`src/design/pos_pid_pkg.sv`:
```
// Shared types and constants for the positional PID block with clamped integral.
// Used by every module under position_pid_clamped_integral. No dependencies.

package pos_pid_pkg;

   // Field and datapath widths
   localparam int POS_W      = 16;  // Q12.4 positions
   localparam int GAIN_W     = 16;  // Q8.8 gains
   localparam int ERR_W      = 17;  // target - measured
   localparam int DIFF_W     = 18;  // error - previous error
   localparam int INTEG_W    = 10;  // integral, always within +/-400
   localparam int ACC_W      = 18;  // integral + error before clamping
   localparam int PROD_P_W   = 33;  // kp * error
   localparam int PROD_I_W   = 26;  // ki * integral
   localparam int PROD_D_W   = 34;  // kd * difference
   localparam int RAW_W      = 36;  // exact sum, Q.12
   localparam int DRIVE_W    = 13;  // Q5.8 result
   localparam int CSR_ADDR_W = 4;
   localparam int CSR_DATA_W = 32;

   // Limits in their working formats
   localparam logic signed [RAW_W-1:0]   DRIVE_LIMIT_RAW = 36'sd36864; // 9.0 in Q.12
   localparam logic signed [DRIVE_W-1:0] DRIVE_LIMIT_Q8  = 13'sd2304;  // 9.0 in Q5.8
   localparam logic signed [ERR_W-1:0]   INTEGRATE_BELOW = 17'sd240;   // 15 in Q12.4
   localparam logic signed [ACC_W-1:0]   INTEGRAL_LIMIT  = 18'sd400;   // 25 in Q12.4

   // Register indexes (word address bits)
   localparam logic [1:0] CSR_GAIN_P = 2'd0;
   localparam logic [1:0] CSR_GAIN_I = 2'd1;
   localparam logic [1:0] CSR_GAIN_D = 2'd2;

   typedef struct packed {
      logic signed [GAIN_W-1:0] kp;
      logic signed [GAIN_W-1:0] ki;
      logic signed [GAIN_W-1:0] kd;
   } gain_set_type;

   typedef struct packed {
      logic signed [PROD_P_W-1:0] prod_p;
      logic signed [PROD_I_W-1:0] prod_i;
      logic signed [PROD_D_W-1:0] prod_d;
   } product_set_type;

endpackage

```
`src/design/pos_pid_csr.sv`:
```
// Gain register file behind an APB-style port.
// Depends on pos_pid_pkg for widths, register indexes and the gain struct.

module pos_pid_csr (
   input  logic                                  clock,
   input  logic                                  reset,
   input  logic                                  csr_psel,
   input  logic                                  csr_penable,
   input  logic                                  csr_pwrite,
   input  logic [pos_pid_pkg::CSR_ADDR_W-1:0]    csr_paddr,
   input  logic [pos_pid_pkg::CSR_DATA_W-1:0]    csr_pwdata,
   output logic [pos_pid_pkg::CSR_DATA_W-1:0]    csr_prdata,
   output logic                                  csr_pready,
   output pos_pid_pkg::gain_set_type             gains
);

   pos_pid_pkg::gain_set_type gains_ff;
   pos_pid_pkg::gain_set_type gains_in;
   logic                      wr_en;
   logic [1:0]                reg_index;

   assign csr_pready = 1'b1;
   assign wr_en      = csr_psel & csr_penable & csr_pwrite & csr_pready;
   assign reg_index  = csr_paddr[3:2];

   // Write decode; unknown indexes are ignored
   always_comb begin
      gains_in = gains_ff;
      if (wr_en) begin
         unique case (reg_index)
            pos_pid_pkg::CSR_GAIN_P: gains_in.kp = csr_pwdata[pos_pid_pkg::GAIN_W-1:0];
            pos_pid_pkg::CSR_GAIN_I: gains_in.ki = csr_pwdata[pos_pid_pkg::GAIN_W-1:0];
            pos_pid_pkg::CSR_GAIN_D: gains_in.kd = csr_pwdata[pos_pid_pkg::GAIN_W-1:0];
            default:                 gains_in = gains_ff;
         endcase
      end
   end

   always_ff @(posedge clock) begin
      if (reset) begin
         gains_ff <= '0;
      end else begin
         gains_ff <= gains_in;
      end
   end

   // Read mux, sign-extended to the bus width
   always_comb begin
      unique case (reg_index)
         pos_pid_pkg::CSR_GAIN_P: csr_prdata = pos_pid_pkg::CSR_DATA_W'(gains_ff.kp);
         pos_pid_pkg::CSR_GAIN_I: csr_prdata = pos_pid_pkg::CSR_DATA_W'(gains_ff.ki);
         pos_pid_pkg::CSR_GAIN_D: csr_prdata = pos_pid_pkg::CSR_DATA_W'(gains_ff.kd);
         default:                 csr_prdata = '0;
      endcase
   end

   assign gains = gains_ff;

endmodule

```
`src/design/pos_pid_mult.sv`:
```
// Product stage: forms the error, the three gain products, and updates the
// clamped integral and previous error. Depends on pos_pid_pkg.

module pos_pid_mult (
   input  logic                                    clock,
   input  logic                                    reset,
   input  pos_pid_pkg::gain_set_type               gains,
   input  logic                                    in_valid,
   output logic                                    in_ready,
   input  logic signed [pos_pid_pkg::POS_W-1:0]    in_target,
   input  logic signed [pos_pid_pkg::POS_W-1:0]    in_measured,
   output logic                                    out_valid,
   input  logic                                    out_ready,
   output pos_pid_pkg::product_set_type            out_products
);

   logic                                        valid_ff;
   logic                                        valid_in;
   pos_pid_pkg::product_set_type                products_ff;
   pos_pid_pkg::product_set_type                products_in;
   logic signed [pos_pid_pkg::INTEG_W-1:0]      integral_ff;
   logic signed [pos_pid_pkg::INTEG_W-1:0]      integral_in;
   logic signed [pos_pid_pkg::ERR_W-1:0]        prev_error_ff;
   logic signed [pos_pid_pkg::ERR_W-1:0]        prev_error_in;
   logic signed [pos_pid_pkg::ERR_W-1:0]        error;
   logic signed [pos_pid_pkg::DIFF_W-1:0]       diff;
   logic signed [pos_pid_pkg::ACC_W-1:0]        acc;
   logic                                        load;

   assign in_ready = ~valid_ff | out_ready;
   assign load     = in_valid & in_ready;

   // Error and derivative term
   assign error = pos_pid_pkg::ERR_W'(in_target) - pos_pid_pkg::ERR_W'(in_measured);
   assign diff  = pos_pid_pkg::DIFF_W'(error) - pos_pid_pkg::DIFF_W'(prev_error_ff);

   // Gain products, registered before the sum
   always_comb begin
      products_in.prod_p = pos_pid_pkg::PROD_P_W'(gains.kp) * pos_pid_pkg::PROD_P_W'(error);
      products_in.prod_i = pos_pid_pkg::PROD_I_W'(gains.ki) * pos_pid_pkg::PROD_I_W'(integral_ff);
      products_in.prod_d = pos_pid_pkg::PROD_D_W'(gains.kd) * pos_pid_pkg::PROD_D_W'(diff);
   end

   // One-sided integration, then clamp to +/-25
   always_comb begin
      acc = pos_pid_pkg::ACC_W'(integral_ff);
      if (error < pos_pid_pkg::INTEGRATE_BELOW) begin
         acc = pos_pid_pkg::ACC_W'(integral_ff) + pos_pid_pkg::ACC_W'(error);
      end
      if (acc > pos_pid_pkg::INTEGRAL_LIMIT) begin
         acc = pos_pid_pkg::INTEGRAL_LIMIT;
      end else if (acc < -pos_pid_pkg::INTEGRAL_LIMIT) begin
         acc = -pos_pid_pkg::INTEGRAL_LIMIT;
      end
   end

   // State advances only when an item moves into this stage
   always_comb begin
      valid_in      = valid_ff & ~out_ready;
      integral_in   = integral_ff;
      prev_error_in = prev_error_ff;
      if (load) begin
         valid_in      = 1'b1;
         integral_in   = acc[pos_pid_pkg::INTEG_W-1:0];
         prev_error_in = error;
      end
   end

   always_ff @(posedge clock) begin
      if (reset) begin
         valid_ff      <= 1'b0;
         integral_ff   <= '0;
         prev_error_ff <= '0;
      end else begin
         valid_ff      <= valid_in;
         integral_ff   <= integral_in;
         prev_error_ff <= prev_error_in;
      end
   end

   always_ff @(posedge clock) begin
      if (load) begin
         products_ff <= products_in;
      end
   end

   assign out_valid    = valid_ff;
   assign out_products = products_ff;

endmodule

```
`src/design/pos_pid_sat.sv`:
```
// Output stage: sums the products, saturates to +/-9.0, converts to Q5.8
// and holds the result item. Depends on pos_pid_pkg.

module pos_pid_sat (
   input  logic                                    clock,
   input  logic                                    reset,
   input  logic                                    in_valid,
   output logic                                    in_ready,
   input  pos_pid_pkg::product_set_type            in_products,
   output logic                                    out_valid,
   input  logic                                    out_ready,
   output logic signed [pos_pid_pkg::DRIVE_W-1:0]  out_drive,
   output logic                                    out_clipped
);

   logic                                        valid_ff;
   logic                                        valid_in;
   logic signed [pos_pid_pkg::DRIVE_W-1:0]      drive_ff;
   logic signed [pos_pid_pkg::DRIVE_W-1:0]      drive_in;
   logic                                        clipped_ff;
   logic                                        clipped_in;
   logic signed [pos_pid_pkg::RAW_W-1:0]        raw;
   logic signed [pos_pid_pkg::RAW_W-1:0]        raw_sat;
   logic                                        load;

   assign in_ready = ~valid_ff | out_ready;
   assign load     = in_valid & in_ready;

   // Exact sum of the three terms
   assign raw = pos_pid_pkg::RAW_W'(in_products.prod_p)
              + pos_pid_pkg::RAW_W'(in_products.prod_i)
              + pos_pid_pkg::RAW_W'(in_products.prod_d);

   // Saturate; exactly at the limit is not a clip
   always_comb begin
      raw_sat    = raw;
      clipped_in = 1'b0;
      if (raw > pos_pid_pkg::DRIVE_LIMIT_RAW) begin
         raw_sat    = pos_pid_pkg::DRIVE_LIMIT_RAW;
         clipped_in = 1'b1;
      end else if (raw < -pos_pid_pkg::DRIVE_LIMIT_RAW) begin
         raw_sat    = -pos_pid_pkg::DRIVE_LIMIT_RAW;
         clipped_in = 1'b1;
      end
   end

   // Floor to Q5.8: drop four fraction bits of the bounded value
   assign drive_in = raw_sat[pos_pid_pkg::DRIVE_W+3:4];

   assign valid_in = load | (valid_ff & ~out_ready);

   always_ff @(posedge clock) begin
      if (reset) begin
         valid_ff <= 1'b0;
      end else begin
         valid_ff <= valid_in;
      end
   end

   always_ff @(posedge clock) begin
      if (load) begin
         drive_ff   <= drive_in;
         clipped_ff <= clipped_in;
      end
   end

   assign out_valid   = valid_ff;
   assign out_drive   = drive_ff;
   assign out_clipped = clipped_ff;

endmodule

```
`src/design/position_pid_clamped_integral.sv`:
```
// Positional PID for one axis with a one-sided, clamped integral.
// Each accepted item passes the input register, then the product register, then the
// result register, which holds the result. Throughput: one item per cycle; each
// stage holds while the next is full and stalled, so the rate is set by rsp_ready alone.
// Reset (synchronous): gains, integral, previous error and all valid flags clear.
// Depends on pos_pid_pkg, pos_pid_csr, pos_pid_mult and pos_pid_sat.

module position_pid_clamped_integral (
   input  logic                                    clock,
   input  logic                                    reset,
   input  logic                                    req_valid,
   output logic                                    req_ready,
   input  logic signed [pos_pid_pkg::POS_W-1:0]    req_target_position,
   input  logic signed [pos_pid_pkg::POS_W-1:0]    req_measured_position,
   output logic                                    rsp_valid,
   input  logic                                    rsp_ready,
   output logic signed [pos_pid_pkg::DRIVE_W-1:0]  rsp_drive,
   output logic                                    rsp_clipped,
   input  logic                                    csr_psel,
   input  logic                                    csr_penable,
   input  logic                                    csr_pwrite,
   input  logic [pos_pid_pkg::CSR_ADDR_W-1:0]      csr_paddr,
   input  logic [pos_pid_pkg::CSR_DATA_W-1:0]      csr_pwdata,
   output logic [pos_pid_pkg::CSR_DATA_W-1:0]      csr_prdata,
   output logic                                    csr_pready
);

   pos_pid_pkg::gain_set_type                   gains;
   pos_pid_pkg::product_set_type                products;
   logic                                        s0_valid_ff;
   logic                                        s0_valid_in;
   logic signed [pos_pid_pkg::POS_W-1:0]        s0_target_ff;
   logic signed [pos_pid_pkg::POS_W-1:0]        s0_measured_ff;
   logic                                        s0_load;
   logic                                        mult_ready;
   logic                                        mult_valid;
   logic                                        sat_ready;

   // Gain registers
   pos_pid_csr u_csr (
      .clock       (clock),
      .reset       (reset),
      .csr_psel    (csr_psel),
      .csr_penable (csr_penable),
      .csr_pwrite  (csr_pwrite),
      .csr_paddr   (csr_paddr),
      .csr_pwdata  (csr_pwdata),
      .csr_prdata  (csr_prdata),
      .csr_pready  (csr_pready),
      .gains       (gains)
   );

   // Input register
   assign req_ready   = ~s0_valid_ff | mult_ready;
   assign s0_load     = req_valid & req_ready;
   assign s0_valid_in = s0_load | (s0_valid_ff & ~mult_ready);

   always_ff @(posedge clock) begin
      if (reset) begin
         s0_valid_ff <= 1'b0;
      end else begin
         s0_valid_ff <= s0_valid_in;
      end
   end

   always_ff @(posedge clock) begin
      if (s0_load) begin
         s0_target_ff   <= req_target_position;
         s0_measured_ff <= req_measured_position;
      end
   end

   // Error, products and state update
   pos_pid_mult u_mult (
      .clock        (clock),
      .reset        (reset),
      .gains        (gains),
      .in_valid     (s0_valid_ff),
      .in_ready     (mult_ready),
      .in_target    (s0_target_ff),
      .in_measured  (s0_measured_ff),
      .out_valid    (mult_valid),
      .out_ready    (sat_ready),
      .out_products (products)
   );

   // Sum, saturation and result register
   pos_pid_sat u_sat (
      .clock       (clock),
      .reset       (reset),
      .in_valid    (mult_valid),
      .in_ready    (sat_ready),
      .in_products (products),
      .out_valid   (rsp_valid),
      .out_ready   (rsp_ready),
      .out_drive   (rsp_drive),
      .out_clipped (rsp_clipped)
   );

`ifndef SYNTHESIS
   // Drive never leaves +/-9.0
   a_drive_range: assert property (@(posedge clock) disable iff (reset)
      rsp_valid |-> (rsp_drive <= pos_pid_pkg::DRIVE_LIMIT_Q8) &&
                    (rsp_drive >= -pos_pid_pkg::DRIVE_LIMIT_Q8))
      else $error("drive outside saturation limit");

   // A clipped result sits exactly at one of the limits
   a_clip_at_limit: assert property (@(posedge clock) disable iff (reset)
      (rsp_valid && rsp_clipped) |-> (rsp_drive == pos_pid_pkg::DRIVE_LIMIT_Q8) ||
                                     (rsp_drive == -pos_pid_pkg::DRIVE_LIMIT_Q8))
      else $error("clip flag set with drive inside limits");

   // An item in the input register that cannot advance is kept
   a_s0_hold: assert property (@(posedge clock) disable iff (reset)
      (s0_valid_ff && !mult_ready) |=> s0_valid_ff && $stable(s0_target_ff) &&
                                       $stable(s0_measured_ff))
      else $error("input register lost a stalled item");
`endif

endmodule
```
`config.mk`:
```
export PLATFORM = sky130hd
export DESIGN_NAME = position_pid_clamped_integral
export DESIGN_NICKNAME = d
export VERILOG_FILES = /design/src/design/pos_pid_pkg.sv /design/src/design/pos_pid_csr.sv /design/src/design/pos_pid_mult.sv /design/src/design/pos_pid_sat.sv /design/src/design/position_pid_clamped_integral.sv
export SDC_FILE = /design/constraint.sdc
export NUM_CORES = 2
export LEC_CHECK = 0
export BUFFER_PORTS_ARGS = -buffer_cell sky130_fd_sc_hd__buf_2
export CAP_MARGIN = 40
export CORE_MARGIN = 3
export CORE_UTILIZATION = 40
export DETAILED_ROUTE_END_ITERATION = 8
export HOLD_SLACK_MARGIN = 0.08
export PLACE_DENSITY_LB_ADDON = 0.08
export SYNTH_ARGS = -nofsm -noshare
export SYNTH_HDL_FRONTEND = slang
export SYNTH_HIERARCHICAL = 1
export SYNTH_SLANG_ARGS = --single-unit
export TNS_END_PERCENT = 1
```
`constraint.sdc`:
```
create_clock -name clock -period 10.58 [get_ports clock]
set_clock_uncertainty 0.1 [all_clocks]
set_input_delay 1.587 -clock clock [delete_from_list [all_inputs] [get_ports clock]]
set_output_delay 1.587 -clock clock [all_outputs]
set_load 0.01 [all_outputs]
```
Yosys cells after proc, flatten, opt, wreduce, memory -nomap -nowiden. Cells that the tools add are included.

Magnitude comparators: 5. Multiplexer cells: 7. $mul: 3. Reduce and logical (&&, ||, !) cells: 5. Equal/unequal tests: 2. $add $sub $neg: 5. Bitwise operators: 19.

Operators by type and width (count): $pmux W32 S3 (1); $gt A36 B17 Y1 const B (1); $lt A36 B17 Y1 const B (1); $add A34 B34 Y35 (1); $add A33 B26 Y34 (1); $mul A16 B18 Y34 (1); $mul A16 B17 Y33 (1); $mul A16 B10 Y26 (1); $mux W10 (2); $add A10 B17 Y18 (1); $gt A18 B10 Y1 const B (1); $lt A18 B10 Y1 const B (1); $mux W18 (1); $sub A17 B17 Y18 (1); $lt A17 B9 Y1 const B (1); $mux W17 (1); $sub A16 B16 Y17 (1); $and A1 B1 Y1 (8); $not A1 Y1 (6); $reduce_and A2 Y1 (3); $or A1 B1 Y1 (5); $eq A2 B1 Y1 const B (1); $eq A2 B2 Y1 const B (1); $logic_not A2 Y1 (1); other kinds (2) (3).

Register bits after elaboration: 217. Logic and storage cells: 62. Input port bits: 75. Output and inout port bits: 49.

Depth between registers and ports, before layout.
Depth in word-level cells: 6. Depth in mapped cells: 43. Depth with buffers taken out: 41.

Cells and area by module. The synthesis kept the hierarchy.

Modules (own cells, without submodules): pos_pid_mult (instances 1, area each 33221.9 um^2, cells an instance 3560); pos_pid_sat (instances 1, area each 3689.8 um^2, cells an instance 417); pos_pid_csr (instances 1, area each 2432.3 um^2, cells an instance 250); position_pid_clamped_integral (instances 1, area each 1016.0 um^2, cells an instance 37).

Worst setup path before layout. OpenSTA, ideal clock, no wires.

Path type: register to register. Start point: register s0_measured_ff[0] in the netlist's numbering. End point: register u_mult.products_ff, in the netlist u_mult/out_products[30] (data pin). Path buffers: 2. Setup slack: 925 ps. Library setup time: 274 ps. Arrival time: 9281 ps. Cell stages (with the launch flop): 36. Data required time: 10206 ps. Cell sequence: edfxtp_1 > ha_1 > fa_1 > clkbuf_1 > inv_1 > ha_1 > nor2b_1 > o21ai_0 > a21boi_0 > o21ai_0 > a21boi_0 > o21ai_0 > a21boi_1 > o31a_1 > o21a_1 > o311ai_0 > clkbuf_1 > nand2_1 > fa_1 > fa_1 > fa_1 > fa_1 > inv_1 > fa_1 > inv_1 > fa_1 > inv_1 > ha_1 > or2_2 > a211oi_1 > o21ai_0 > a21oi_1 > a311oi_1 > a31oi_1 > mux2i_1 > o2111ai_1.

RTL lines: start: declaration (line position_pid_clamped_integral.sv:33) `logic signed [pos_pid_pkg::POS_W-1:0] s0_measured_ff;`; start signal: assignment (line position_pid_clamped_integral.sv:69) `s0_measured_ff <= req_measured_position;`; end signal: assignment (line pos_pid_mult.sv:83) `products_ff <= products_in;`; end: declaration (line pos_pid_mult.sv:19) `pos_pid_pkg::product_set_type products_ff;`.

==> metrics <==
initial core utilization=0.407; I/O Buffers=104; fin crit share=0.959; Synth top area share=0.365; pre-CTS WS=0.0921 ns; final setup vio count=0; most common cell in the netlist=inv_1; First-pass DRT Iterations=5; Setup Crit Path Kind=reg2reg; first-pass GRT wire length=183 mm; total power=3.95 mW; EDFF count, synth=around 140; worst setup margin=0.435 ns; ys async rst share=0; syn_nets=5390; P per Cell Area=90.0 nW/µm²; met2 usage=0.376; Slew @ Worst Pin=0.950 ns; GP Congestion=~0.92; met3 Usage GRT=0.0319; clock tree buffer depth=3; root buffer cell=clkbuf_16; I/O pins=roughly 120; core box area=approximately 99000 µm²; fin crit period=10.14 ns; Cells after Synth=4264; FILL cells=9850; Seq cells post-synth=217; DR DRC count=0; Rows=115; Avg Cell Area, Syn=9.47 µm²; cts hold-fix bufs=0; most frequently used flop master after synthesis=edfxtp_1; Rel. slew slack=0.365; CP max stage cell=fa_2; met1 usage=0.329; P&R area growth vs syn=8.76%; die area=between 100000 and 150000 µm²; Min Hold Slack=0.356 ns; nets=5460; most used cell, CP=fa_1; ANT nets after route=0; die width=roughly 320 µm; Post-Route WL=117 mm; average wire per standard cell=20.7 µm; largest net degree at the start of global routing=75; Pleak=19.9 nW; Synth cell types=104; # Max-Cap Violations=0; Vias/cell=5.14; maximum VDD drop=0.113 mV; Tightest Hold Check Type=reg2reg; Netlist Area Pre-Place=approximately 40000 µm²; vias=29000; initial antenna violation count=14; Ys Warns=6; clock slew at reported path FFs=0.06 ns; Critical Path AT=10.38 ns; sequential element share of the synthesized area=0.142; H-tree level count=1; Yosys top cell by area=fa_1; Total GRT Usage=0.231; startpoint types=register; GR peak layer=met2; Slew Limit Fails=0; Clock Latency Late Sink=0.61 ns; cell family with most CP delay=adder cells; Vert. Die Dim=324 µm; First DRT Iteration DRCs=1855; number of hold violations in the final report=0; crit-path max cell delay=0.64 ns; fraction of layout cells with a size suffix above 1=0.0760; CTS tree=built; post-DP HPWL=95.5 mm; WP buf/inv=5; Critical Path RT=10.81 ns; crit-path max FO=16; Critical Path Sink Type=register; fmax=98.6 MHz; synth cell count leaders=inv_1, fa_1, nand2_1; status=complete, no violations; vias in the first global route=30300; number of buffers created by CTS=28; CTS Sinks=roughly 220; dominant cells by area after synthesis=fa_1, edfxtp_1, ha_1; grt ovf=0
-- layout make-up --
| class | count | area, µm² | area share |
|---|---|---|---|
| Timing Repair Buffer | 210 | 1530 | 0.0348 |
| Antenna cell | 1 | 2.50 | 0.0000570 |
| Clock buffer | 40 | 776 | 0.0177 |
| Inverter | 843 | 3170 | 0.0721 |
| Sequential cell | 217 | 5740 | 0.131 |
| Tap cell | 1287 | 1610 | 0.0367 |
| Clock inverter | 12 | 185 | 0.00422 |
| Multi-Input combinational cell | 3034 | 30900 | 0.704 |
-- routing by layer --
| metal | vias up | part of all wire |
|---|---|---|
| met1 | 14700 | 0.46 |
| li1 | 13600 | - |
| met2 | 620 | 0.46 |
| met4 | 4 | 0.023 |
| met3 | 93 | 0.051 |
| met5 | - | 0.00020 |
-- tightest hold or removal path, delay by kind of cell (launching register included) --
kind               cells  cell delay, ns
AOI/OAI and AO/OA      1            0.05
and+or+nand+nor        1            0.05
DFF                    1            0.31
-- metrics by stage --
step	instances	util	area, µm²	setup TNS (ns)
floorplan	4264	-	40400	0
global placement	5572	0.429	42600	0
detailed placement	5589	0.432	42900	0
CTS	5641	0.441	43800	0
global route	5643	0.442	43900	-0.0129
finish	5644	0.442	43900	0
-- sequential cells by signal (all words and copies together) (netlist names), 10 cells and up --
register,cells
s0_measured_ff,16
s0_target_ff,16
u_csr/gains,48
u_mult/integral_ff,10
u_mult/out_products,93
u_mult/prev_error_ff,17
u_sat/out_drive,13
-- power breakdown --
| part | switching [mW] | internal, mW | leakage (nW) | total [mW] |
|---|---|---|---|---|
| sequential | 0.0423 | 0.959 | 1.98 | 1.00 |
| clock | 0.430 | 0.590 | 0.463 | 1.02 |
| combinational | 1.30 | 0.625 | 17.5 | 1.93 |
| total | 1.78 | 2.17 | 19.9 | 3.95 |
-- kinds of logic (layout without fill, tap and decap cells) --
family,after synthesis,count (layout),synth area share
AND/OR/NAND/NOR,1226,1226,0.157
flip-flops,217,217,0.142
AO/OA/AOI/OAI,531,531,0.0899
multiplexers,72,72,0.0179
other,1,2,0.0000929
adder cells (fa/ha/maj),1051,1051,0.463
XOR/XNOR,153,153,0.0332
buffers and inverters,1013,1105,0.0966
-- repair_timing --
item / in CTS / in global routing
hold endpoints to repair: 0 / 0
endpoints found under the setup margin: 0 / 8
gates resized for setup: 0 / 10
buffers inserted: 0 / 1
-- path summary, 6_finish.rpt --
check	from	endpoint	slack, ns	depth (start not counted)
max reg2reg	s0_measured_ff[0]	u_mult/out_products[30]	0.44	34
min reg2reg	u_mult/prev_error_ff[3]	u_mult/prev_error_ff[3]	0.36	2
min	u_mult/prev_error_ff[3]	u_mult/prev_error_ff[3]	0.36	2
max	s0_measured_ff[0]	u_mult/out_products[30]	0.44	34
-- cells in the final DEF (no fill, tap or decap), types with 15 or more instances in the layout --
cell	instances
a21oi_1	136
nand3_1	37
nand4_1	25
o21a_1	28
a21o_1	46
xnor2_1	111
o31ai_1	15
clkbuf_16	28
buf_2	104
o21ai_0	94
nand2b_1	109
and3_1	24
nor2b_1	55
xor2_1	29
o21bai_1	15
fa_1	735
a211oi_1	30
edfxtp_1	139
nand2_1	445
dfxtp_1	78
nor2_1	111
ha_1	315
a31oi_1	19
nor3_1	37
and2_1	301
mux2i_1	69
inv_1	842
buf_4	87
Note: power is estimated with default switching activity, not from simulation.
